$ cat src/iira_pkg.sv
// Package for the indexed insert/remove array.
// Holds request, status and cell-operation codes and the control struct broadcast
// along the row of cells. No dependencies.
package iira_pkg;

	// Index width: covers positions and counts up to the largest supported depth (1024)
	localparam int IDX_BITS = 11;

	typedef enum logic [2:0] {
		CMD_PUSH   = 3'd0,
		CMD_INSERT = 3'd1,
		CMD_REMOVE = 3'd2,
		CMD_POP    = 3'd3,
		CMD_READ   = 3'd4,
		CMD_WRITE  = 3'd5,
		CMD_CLEAR  = 3'd6
	} cmd_t;

	typedef enum logic [1:0] {
		ST_OK    = 2'd0,
		ST_RANGE = 2'd1,
		ST_EMPTY = 2'd2,
		ST_FULL  = 2'd3
	} status_t;

	typedef enum logic [2:0] {
		CELL_HOLD,
		CELL_CLEAR,
		CELL_PUT,
		CELL_OPEN,
		CELL_CLOSE
	} cell_op_t;

	typedef struct packed {
		cell_op_t            op;
		logic [IDX_BITS-1:0] lo;
		logic [IDX_BITS-1:0] hi;
	} cell_ctrl_t;

endpackage

$ cat src/iira_cell.sv
// One storage cell of the array row; keeps its word or takes its next word from the new value,
// its left or right neighbor, or zero. Depends on iira_pkg.
module iira_cell #(
	parameter int WORD_BITS = 32,
	parameter int INDEX     = 0
) (
	input  logic                 clk,
	input  logic                 arst_n,
	input  iira_pkg::cell_ctrl_t ctrl,
	input  logic [WORD_BITS-1:0] new_word,
	input  logic [WORD_BITS-1:0] left_word,
	input  logic [WORD_BITS-1:0] right_word,
	output logic [WORD_BITS-1:0] word
);

	localparam logic [iira_pkg::IDX_BITS-1:0] MY_IDX = iira_pkg::IDX_BITS'(INDEX);

	logic [WORD_BITS-1:0] word_q;
	logic [WORD_BITS-1:0] word_d;
	logic                 at_lo;
	logic                 at_hi;
	logic                 above_lo;
	logic                 below_hi;

	assign at_lo    = (MY_IDX == ctrl.lo);
	assign at_hi    = (MY_IDX == ctrl.hi);
	assign above_lo = (MY_IDX > ctrl.lo);
	assign below_hi = (MY_IDX < ctrl.hi);

	always_comb begin
		word_d = word_q;
		case (ctrl.op)
			iira_pkg::CELL_HOLD: begin
				word_d = word_q;
			end
			iira_pkg::CELL_CLEAR: begin
				word_d = '0;
			end
			iira_pkg::CELL_PUT: begin
				if (at_lo) word_d = new_word;
			end
			// insert: the cell at the index takes the new word; cells above it up to the first free cell take the left neighbor
			iira_pkg::CELL_OPEN: begin
				if (at_lo) word_d = new_word;
				else if (above_lo && (below_hi || at_hi)) word_d = left_word;
			end
			// remove: close the gap, zero the freed top cell
			iira_pkg::CELL_CLOSE: begin
				if (at_hi) word_d = '0;
				else if ((above_lo || at_lo) && below_hi) word_d = right_word;
			end
			default: begin
				word_d = word_q;
			end
		endcase
	end

	always_ff @(posedge clk or negedge arst_n) begin
		if (!arst_n) begin
			word_q <= '0;
		end else begin
			word_q <= word_d;
		end
	end

	assign word = word_q;

endmodule

$ cat src/indexed_insert_remove_array.sv
// Top level of the indexed insert/remove array: request decode, fill count,
// result register and the row of iira_cell instances. Depends on iira_pkg, iira_cell.
//
//   channel  | handshake            | payload
//   request  | in_valid / in_ready  | cmd, position, value
//   result   | out_valid / out_ready| read_data, status, fill, is_empty
//
// One request per cycle while no result is stalled: every cell shifts in parallel, so a request updates
// the row in the cycle it is accepted and its result is registered for the next.
// The read path is one DEPTH-way select over the cells (read index or top).
// in_ready is low only while a result waits and out_ready is low.
// Reset zeroes every cell and the fill count; no result is pending after reset.
module indexed_insert_remove_array #(
	parameter int DEPTH     = 16,
	parameter int WORD_BITS = 32
) (
	input  logic               clk,
	input  logic               arst_n,
	input  logic               in_valid,
	output logic               in_ready,
	input  logic [2:0]         cmd,
	input  logic [4:0]         position,
	input  logic signed [31:0] value,
	output logic               out_valid,
	input  logic               out_ready,
	output logic signed [31:0] read_data,
	output logic [1:0]         status,
	output logic [4:0]         fill,
	output logic               is_empty
);

	localparam int UW  = $clog2(DEPTH + 1);
	localparam int AW  = (DEPTH > 1) ? $clog2(DEPTH) : 1;
	localparam int IW  = iira_pkg::IDX_BITS;
	localparam logic [IW-1:0] DEPTH_X = IW'(DEPTH);

	logic [UW-1:0]          used_q;
	logic [UW-1:0]          used_d;
	logic                   out_valid_q;
	logic signed [31:0]     read_data_q;
	logic [1:0]             status_q;
	logic [4:0]             fill_q;
	logic                   is_empty_q;

	logic                   accept;
	logic [IW-1:0]          pos_x;
	logic [IW-1:0]          used_x;
	logic [IW-1:0]          top_x;
	logic [WORD_BITS-1:0]   new_word;
	iira_pkg::cell_ctrl_t   ctrl;
	logic [1:0]             st;
	logic                   rd_en;
	logic [IW-1:0]          rd_addr;
	logic [WORD_BITS-1:0]   rd_word;
	logic signed [31:0]     rd_out;
	logic [WORD_BITS-1:0]   cell_word [DEPTH];

	assign accept   = in_valid && in_ready;
	assign in_ready = !out_valid_q || out_ready;
	assign pos_x    = IW'(position);
	assign used_x   = IW'(used_q);
	assign top_x    = used_x - IW'(1);
	assign new_word = WORD_BITS'($unsigned(value));

	always_comb begin
		ctrl.op = iira_pkg::CELL_HOLD;
		ctrl.lo = pos_x;
		ctrl.hi = used_x;
		st      = iira_pkg::ST_OK;
		used_d  = used_q;
		rd_en   = 1'b0;
		rd_addr = pos_x;
		case (cmd)
			iira_pkg::CMD_PUSH: begin
				if (used_x >= DEPTH_X) begin
					st = iira_pkg::ST_FULL;
				end else begin
					ctrl.op = iira_pkg::CELL_PUT;
					ctrl.lo = used_x;
					used_d  = used_q + UW'(1);
				end
			end
			iira_pkg::CMD_INSERT: begin
				if (pos_x > used_x) begin
					st = iira_pkg::ST_RANGE;
				end else if (used_x >= DEPTH_X) begin
					st = iira_pkg::ST_FULL;
				end else begin
					ctrl.op = iira_pkg::CELL_OPEN;
					used_d  = used_q + UW'(1);
				end
			end
			iira_pkg::CMD_REMOVE: begin
				if (pos_x >= used_x) begin
					st = iira_pkg::ST_RANGE;
				end else begin
					ctrl.op = iira_pkg::CELL_CLOSE;
					ctrl.hi = top_x;
					used_d  = used_q - UW'(1);
				end
			end
			iira_pkg::CMD_POP: begin
				if (used_q == '0) begin
					st = iira_pkg::ST_EMPTY;
				end else begin
					rd_en   = 1'b1;
					rd_addr = top_x;
					used_d  = used_q - UW'(1);
				end
			end
			iira_pkg::CMD_READ: begin
				if (pos_x >= used_x) st = iira_pkg::ST_RANGE;
				else rd_en = 1'b1;
			end
			iira_pkg::CMD_WRITE: begin
				if (pos_x >= used_x) st = iira_pkg::ST_RANGE;
				else ctrl.op = iira_pkg::CELL_PUT;
			end
			iira_pkg::CMD_CLEAR: begin
				ctrl.op = iira_pkg::CELL_CLEAR;
				used_d  = '0;
			end
			default: begin
				st = iira_pkg::ST_OK;
			end
		endcase
		// hold the row unless a request is taken
		if (!accept) ctrl.op = iira_pkg::CELL_HOLD;
	end

	// rd_addr stays below the fill count whenever rd_en is set
	assign rd_word = cell_word[rd_addr[AW-1:0]];
	assign rd_out  = rd_en ? 32'($signed(rd_word)) : '0;

	for (genvar i = 0; i < DEPTH; i++) begin : g_cell
		logic [WORD_BITS-1:0] left_w;
		logic [WORD_BITS-1:0] right_w;
		if (i == 0) begin : g_first
			assign left_w = '0;
		end else begin : g_mid_l
			assign left_w = cell_word[i-1];
		end
		if (i == DEPTH - 1) begin : g_last
			assign right_w = '0;
		end else begin : g_mid_r
			assign right_w = cell_word[i+1];
		end
		iira_cell #(
			.WORD_BITS(WORD_BITS),
			.INDEX    (i)
		) u_cell (
			.clk       (clk),
			.arst_n    (arst_n),
			.ctrl      (ctrl),
			.new_word  (new_word),
			.left_word (left_w),
			.right_word(right_w),
			.word      (cell_word[i])
		);
	end

	always_ff @(posedge clk or negedge arst_n) begin
		if (!arst_n) begin
			used_q      <= '0;
			out_valid_q <= 1'b0;
		end else begin
			if (accept) begin
				used_q      <= used_d;
				out_valid_q <= 1'b1;
			end else if (out_ready) begin
				out_valid_q <= 1'b0;
			end
		end
	end

	always_ff @(posedge clk) begin
		if (accept) begin
			read_data_q <= rd_out;
			status_q    <= st;
			fill_q      <= 5'(used_d);
			is_empty_q  <= (used_d == '0);
		end
	end

	assign out_valid = out_valid_q;
	assign read_data = read_data_q;
	assign status    = status_q;
	assign fill      = fill_q;
	assign is_empty  = is_empty_q;

endmodule

$ cat config.mk
export PLATFORM = sky130hd
export DESIGN_NAME = indexed_insert_remove_array
export DESIGN_NICKNAME = d
export VERILOG_FILES = /design/src/iira_pkg.sv /design/src/iira_cell.sv /design/src/indexed_insert_remove_array.sv
export SDC_FILE = /design/constraint.sdc
export NUM_CORES = 2
export LEC_CHECK = 0
export BUFFER_PORTS_ARGS = -buffer_cell sky130_fd_sc_hd__buf_2
export CORE_MARGIN = 4
export CORE_UTILIZATION = 50
export DETAILED_ROUTE_END_ITERATION = 8
export PLACE_DENSITY = 0.73
export SLEW_MARGIN = 20
export SYNTH_ARGS = -nofsm -noshare
export SYNTH_HDL_FRONTEND = slang
export SYNTH_SLANG_ARGS = --single-unit
$ cat constraint.sdc
create_clock -name clk -period 4.3 [get_ports clk]
set_input_delay 0.43 -clock clk [delete_from_list [all_inputs] [get_ports clk]]
set_output_delay 0.43 -clock clk [all_outputs]
set_load 0.03 [all_outputs]
### Yosys cells after proc, flatten, opt, wreduce, memory -nomap -nowiden

Index checks and enable logic that the tools add are counted.

* muxes and demuxes: 126
* $mul: 0
* reduce and logical (&&, ||, !) cells: 91
* add/sub/neg operators: 3
* shift-type cells: 0
* div/mod/pow operators: 0
* $lt $le $gt $ge: 36
* eq/ne operators: 88
* bitwise logic cells: 1

Operators by type and width (number)
* 32-bit 2-to-1 mux: 82
* 32-bit one-hot mux with 4 select lines: 16
* 4-bit by 11-bit == test with 1-bit output, first input constant: 16
* 32-bit binary-select mux with 4-bit select: 1
* 3-bit by 1-bit inequality test with 1-bit output, second input constant: 32
* 3-bit by 11-bit == test with 1-bit output, first input constant: 8
* 4-bit by 11-bit > comparator with 1-bit output, first input constant: 8
* 4-bit by 11-bit < comparator with 1-bit output, first input constant: 8
* 4-bit AND reduction: 16
* 2-bit by 11-bit == test with 1-bit output, first input constant: 4
* 3-bit by 11-bit > comparator with 1-bit output, first input constant: 4
* 3-bit by 11-bit < comparator with 1-bit output, first input constant: 4
* 1-bit logical AND: 33
* 1-bit logical OR: 33
* 11-bit 2-to-1 mux: 3
* 2-bit by 1-bit inequality test with 1-bit output, second input constant: 16
* 5-bit one-hot mux with 5 select lines: 1
* 1-bit by 11-bit == test with 1-bit output, first input constant: 2
* 1-bit by 11-bit > comparator with 1-bit output, first input constant: 2
* 2-bit by 11-bit > comparator with 1-bit output, first input constant: 2
* 11-bit logical NOT: 2
* 1-bit by 11-bit < comparator with 1-bit output, first input constant: 2
* 2-bit by 11-bit < comparator with 1-bit output, first input constant: 2
* 5-bit 2-to-1 mux: 4
* other kinds (24): 44

* memory bits (read-only): 0
* RAM bits: 0
* output and inout bits: 42
* latch bits: 0
* logic and storage cells: 367
* bits in registers: 558
* memories kept: 0

### Depth between registers and ports, before layout

* depth in word-level cells: 9
* mapped depth: 14
* gate-level depth less buffers: 10

### Cells and area by module

From an unflattened synthesis, not the netlist that was laid out.

* cells, all modules: 3280
* area, all modules: 39115.0 µm²

Modules (own cells, without submodules)
* indexed_insert_remove_array: seq. area each 1351.3 µm², area each 6165.9 µm², instances 1, cells each 478
* iira_cell at g_cell[2].u_cell: seq. area each 800.8 µm², area each 2285.9 µm², instances 1, cells each 202
* iira_cell at g_cell[10].u_cell: seq. area each 800.8 µm², area each 2260.9 µm², instances 1, cells each 201
* iira_cell at g_cell[11].u_cell: seq. area each 800.8 µm², area each 2254.7 µm², instances 1, cells each 199
* iira_cell at g_cell[0].u_cell: seq. area each 800.8 µm², area each 2249.7 µm², instances 1, cells each 166
* iira_cell at g_cell[7].u_cell: seq. area each 800.8 µm², area each 2207.1 µm², instances 1, cells each 205
* iira_cell at g_cell[5].u_cell: seq. area each 800.8 µm², area each 2202.1 µm², instances 1, cells each 195
* iira_cell at g_cell[13].u_cell: seq. area each 800.8 µm², area each 2199.6 µm², instances 1, cells each 199
* iira_cell at g_cell[9].u_cell: seq. area each 800.8 µm², area each 2198.4 µm², instances 1, cells each 195
* iira_cell at g_cell[4].u_cell: seq. area each 800.8 µm², area each 2123.3 µm², instances 1, cells each 196
* iira_cell at g_cell[14].u_cell: seq. area each 800.8 µm², area each 1946.9 µm², instances 1, cells each 162
* iira_cell at g_cell[15].u_cell: seq. area each 800.8 µm², area each 1916.8 µm², instances 1, cells each 136
* iira_cell at g_cell[12].u_cell: seq. area each 800.8 µm², area each 1905.6 µm², instances 1, cells each 161
* iira_cell at g_cell[6].u_cell: seq. area each 800.8 µm², area each 1891.8 µm², instances 1, cells each 166
* +3 rows

### Worst setup path before layout

OpenSTA, ideal clock, no wires.

* path type: register to register
* start: register used_q[4]
* end: register g_cell[10].u_cell.word_q[12]
* cell stages (with the launch flop): 13
* required time: 4.172 ns
* setup time: 0.128 ns
* path slack: 0.640 ns
* arrival time: 3.532 ns
* path through: dfrtp_1 -> buf_2 -> clkinv_1 -> ha_1 -> a21oi_1 -> nand2_1 -> nor2_4 -> nand2_1 -> buf_2 -> a21oi_1 -> o2bb2ai_1 -> buf_2 -> mux2_1

* longest elaborated chain between the ends: 8
* elaborated cells on any way between the ends: 34

Ends and longest elaborated chain
* from (decl): line indexed_insert_remove_array.sv:37 `logic [UW-1:0] used_q;`
* from (signal assigned): line indexed_insert_remove_array.sv:168 `used_q <= used_d;`
* 5-bit by 1-bit subtractor with 6-bit output, or another cell as far along: line indexed_insert_remove_array.sv:62 `assign top_x = used_x - IW'(1);`
* 11-bit 2-to-1 mux, or another cell as far along: line indexed_insert_remove_array.sv:94 `if (pos_x >= used_x) begin`
* 11-bit 2-to-1 mux or 2-bit 2-to-1 mux (tied branches): line indexed_insert_remove_array.sv:73, indexed_insert_remove_array.sv:84
* 4-bit by 11-bit < comparator with 1-bit output, or another cell as far along: line iira_cell.sv:28 `assign below_hi = (MY_IDX < ctrl.hi);`
* 1-bit logical OR, or another cell as far along: line iira_cell.sv:45 `else if (above_lo && (below_hi || at_hi)) word_d = left_word;`
* 1-bit logical AND, or another cell as far along: line iira_cell.sv:45
* 3-bit by 1-bit inequality test with 1-bit output (no line), or another cell as far along
* 4-bit AND reduction (no line)
* to (signal assigned): line iira_cell.sv:62 `word_q <= word_d;`
* to (decl): line iira_cell.sv:18 `logic [WORD_BITS-1:0] word_q;`

Parallel ways exist; a longest one is shown, timed or not.
A chain may end at the register's enable or synchronous reset.

### Final worst setup path

* start: register used_q[4]
* end: register g_cell[6].u_cell.word_q[0]

* longest elaborated chain between the ends: 8
* elaborated cells on any way between the ends: 34

Ends and longest elaborated chain (line)
* 5-bit by 1-bit subtractor with 6-bit output, or another cell as far along: indexed_insert_remove_array.sv:62
* 11-bit 2-to-1 mux, or another cell as far along: indexed_insert_remove_array.sv:94
* 11-bit 2-to-1 mux or 2-bit 2-to-1 mux (tied branches): indexed_insert_remove_array.sv:73, indexed_insert_remove_array.sv:84
* 3-bit by 11-bit < comparator with 1-bit output, or another cell as far along: iira_cell.sv:28
* 1-bit logical OR, or another cell as far along: iira_cell.sv:45
* 1-bit logical AND, or another cell as far along: iira_cell.sv:45
* 3-bit by 1-bit inequality test with 1-bit output (no line), or another cell as far along
* 4-bit AND reduction (no line)
* to (signal assigned): iira_cell.sv:62
* to (decl): iira_cell.sv:18

Parallel ways exist; a longest one is shown, timed or not.

==> metrics <==
clock sinks 558; global-route wire length before repair roughly 200000 um; routability cong. 0.928; P per Cell Area 407 mW/mm^2; vias in the first global route 32500; I/O pin cnt 86; EDFF count, synth 40; DRT Pass-1 Iters 8; Max Slew Vio Count 0; Slew headroom between 30% and 40%; Nets 4042; most frequent cell after synthesis nand2_1; R2R setup slack 260 ps; vias 33100; crit end category flop; Tcrit/Tclk final about 94%; share of the synthesized area in the top cell type 34.8%; crit path DAT 4540 ps; Setup Skew 21.8 ps; initial antenna violation count 3; H-tree Lvls 3; Final ANT Viol Nets 0; drt via density 6.62; R2R depth 12; asr flop ratio synth 92.8%; Unique masters post-synth 93; sequential area share after synthesis 38.0%; cell taking the most area after synthesis dfrtp_1; CP Class flop to flop; Clock Tree Buf Depth 3; Leak 20.3 nW; Detailed Route WL ~130000 um; Die Height approximately 280 um; Clock Latency Late Sink between 600 and 700 ps; CTS tree yes; clock-pin slew on the worst setup and hold paths 60 ps; Core Region 0.0733 sq mm; overall routing resource usage 31.5%; Max Cap Viol 0; synth cell count leaders nand2_1, dfrtp_1, mux2i_1; dominant cells by area after synthesis dfrtp_1, mux2i_1, nand2_1, mux2_2, o21ai_0; worst slew pin tran 958 ps; largest net degree at the start of global routing 186; RSZ-0062 raised after global routing no; worst hold path class primary input to flop; Worst IR Drop VDD 0.363 mV; initial drt markers 4027; Root Driver clkbuf_16; #FFs+latches synth around 560; fin crit period 4040 ps; Synth Instances 4033; row count 99; status completed; YS warnings 0; required time of the critical path 4800 ps; Hold Path Stages 3; fin worst setup slack 265 ps; CTS Buf Count 68; synthesized area 0.0372 sq mm; share of cells above drive strength 1 18.5%; Main synth FF type dfrtp_1; DRC Markers 0; die area 0.0789 sq mm; Place WS 250 ps; Reg2Reg Launch Point used_q[4]; post-synth net total roughly 4000; Area Overhead vs Synth 12.3%; Critical Path Start Type flop; fmax 248 MHz; Routed WL per cell 25.4 um; Setup TNS 0 ps; reg2reg end g_cell[6].u_cell.word[0]; Final setup viols 0; Syn Area/Cell 9.23 sq um; Hold EP out_valid; port bufs 85; starting density of the core roughly half; hold path startpoint out_ready; HPWL Detailed 74600 um; # resized after CTS 0; GRT Residual Overflow 0; final hold violations 0; die width between 200 and 300 um; CP max FO 32
## worst max-delay path, cell delays in order, from the launching register on
cell,delay (ps)
dfrtp_1,430
clkinv_1,110
ha_1,380
nand4_1,200
o22ai_1,430
o41ai_1,170
buf_4,180
o21a_1,330
nor2_1,710
nor4_2,130
nand2_2,120
buf_12,330
mux2_2,380
## power by group
group          leakage, nW  internal [mW]  switching [mW]
logic                 11.7           1.70            3.04
registers             7.52           5.86           0.515
clock network         1.11           3.45            2.43
total                 20.3           11.0            5.99
## registers in the layout, indices dropped and copies added, names as in the netlist
name / count
fill: 5
g_cell.u_cell.word: 512
is_empty: 1
out_valid: 1
read_data: 32
status: 2
used_q: 5
## cells by family after synthesis
family	after synthesis	share of synthesized area [%]
xor+xnor	4	0.0941
compound gates	901	15.5
fa+ha+maj	9	0.302
mux	911	27.2
simple gates	1241	14.0
flops	558	38.0
buf+inv	409	4.98
## metal layers
metal	GRT usage (%)	wire, um
met5	0	7
met4	15.9	7160
met3	6.17	11900
met2	49.4	57200
met1	41.9	50600
## layout make-up
| class | count | area (sq um) |
|---|---|---|
| fillers | 6320 | 31500 |
| multi-input cells | 3066 | 21700 |
| flip-flops and latches | 558 | 14200 |
| repair buffers | 249 | 2360 |
| clock buffers | 99 | 2010 |
| well taps | 959 | 1200 |
| clock inverters | 25 | 245 |
| inverters | 46 | 173 |
| diodes | 1 | 2.50 |
## placed cells by master (no fill, tap or decap), types with 40 or more instances in the layout
cell	instances
mux2i_1	487
clkbuf_16	70
nor2_1	65
inv_1	43
a31oi_1	76
buf_12	55
dfrtp_1	518
a311oi_1	64
o21ai_0	414
buf_2	84
mux2_2	196
nand2_1	913
edfxtp_1	40
mux2_4	120
o2bb2ai_1	64
and3_1	69
buf_4	107
a21oi_1	56
nand3_1	111
mux2_1	105
## timing repair
item | 4_1_cts | 5_1_grt
hold buffers | 2 | 0
setup buffers | 0 | 0
endpoints found under the hold margin | 94 | 0
## how the worst max path moves through the flow
stage | from | endpoint | depth (start not counted)
final | used_q[4] | g_cell[6].u_cell.word[0] | 12
after global routing | used_q[4] | g_cell[6].u_cell.word[0] | 12
after CTS | used_q[4] | g_cell[6].u_cell.word[0] | 12
after detailed placement | position[2] | g_cell[6].u_cell.word[0] | 12
after global placement | position[2] | g_cell[6].u_cell.word[0] | 12
after floorplan | used_q[4] | g_cell[10].u_cell.word[12] | 12
## metrics by stage
step | total power [mW] | std cells | utilization [%] | cell area, sq um | hold WS (ps)
finish | 17.0 | 5003 | 57.0 | 41800 | 105
floorplan | 9.28 | 4033 | - | 37200 | 134
detailed placement | 11.1 | 4876 | 53.9 | 39500 | 498
CTS | 16.9 | 5002 | 57.0 | 41800 | 90.2
global route | 17.6 | 5002 | 57.0 | 41800 | 113
global placement | 11.0 | 4876 | 53.9 | 39500 | 497
Note: power is estimated with default switching activity, not from simulation.
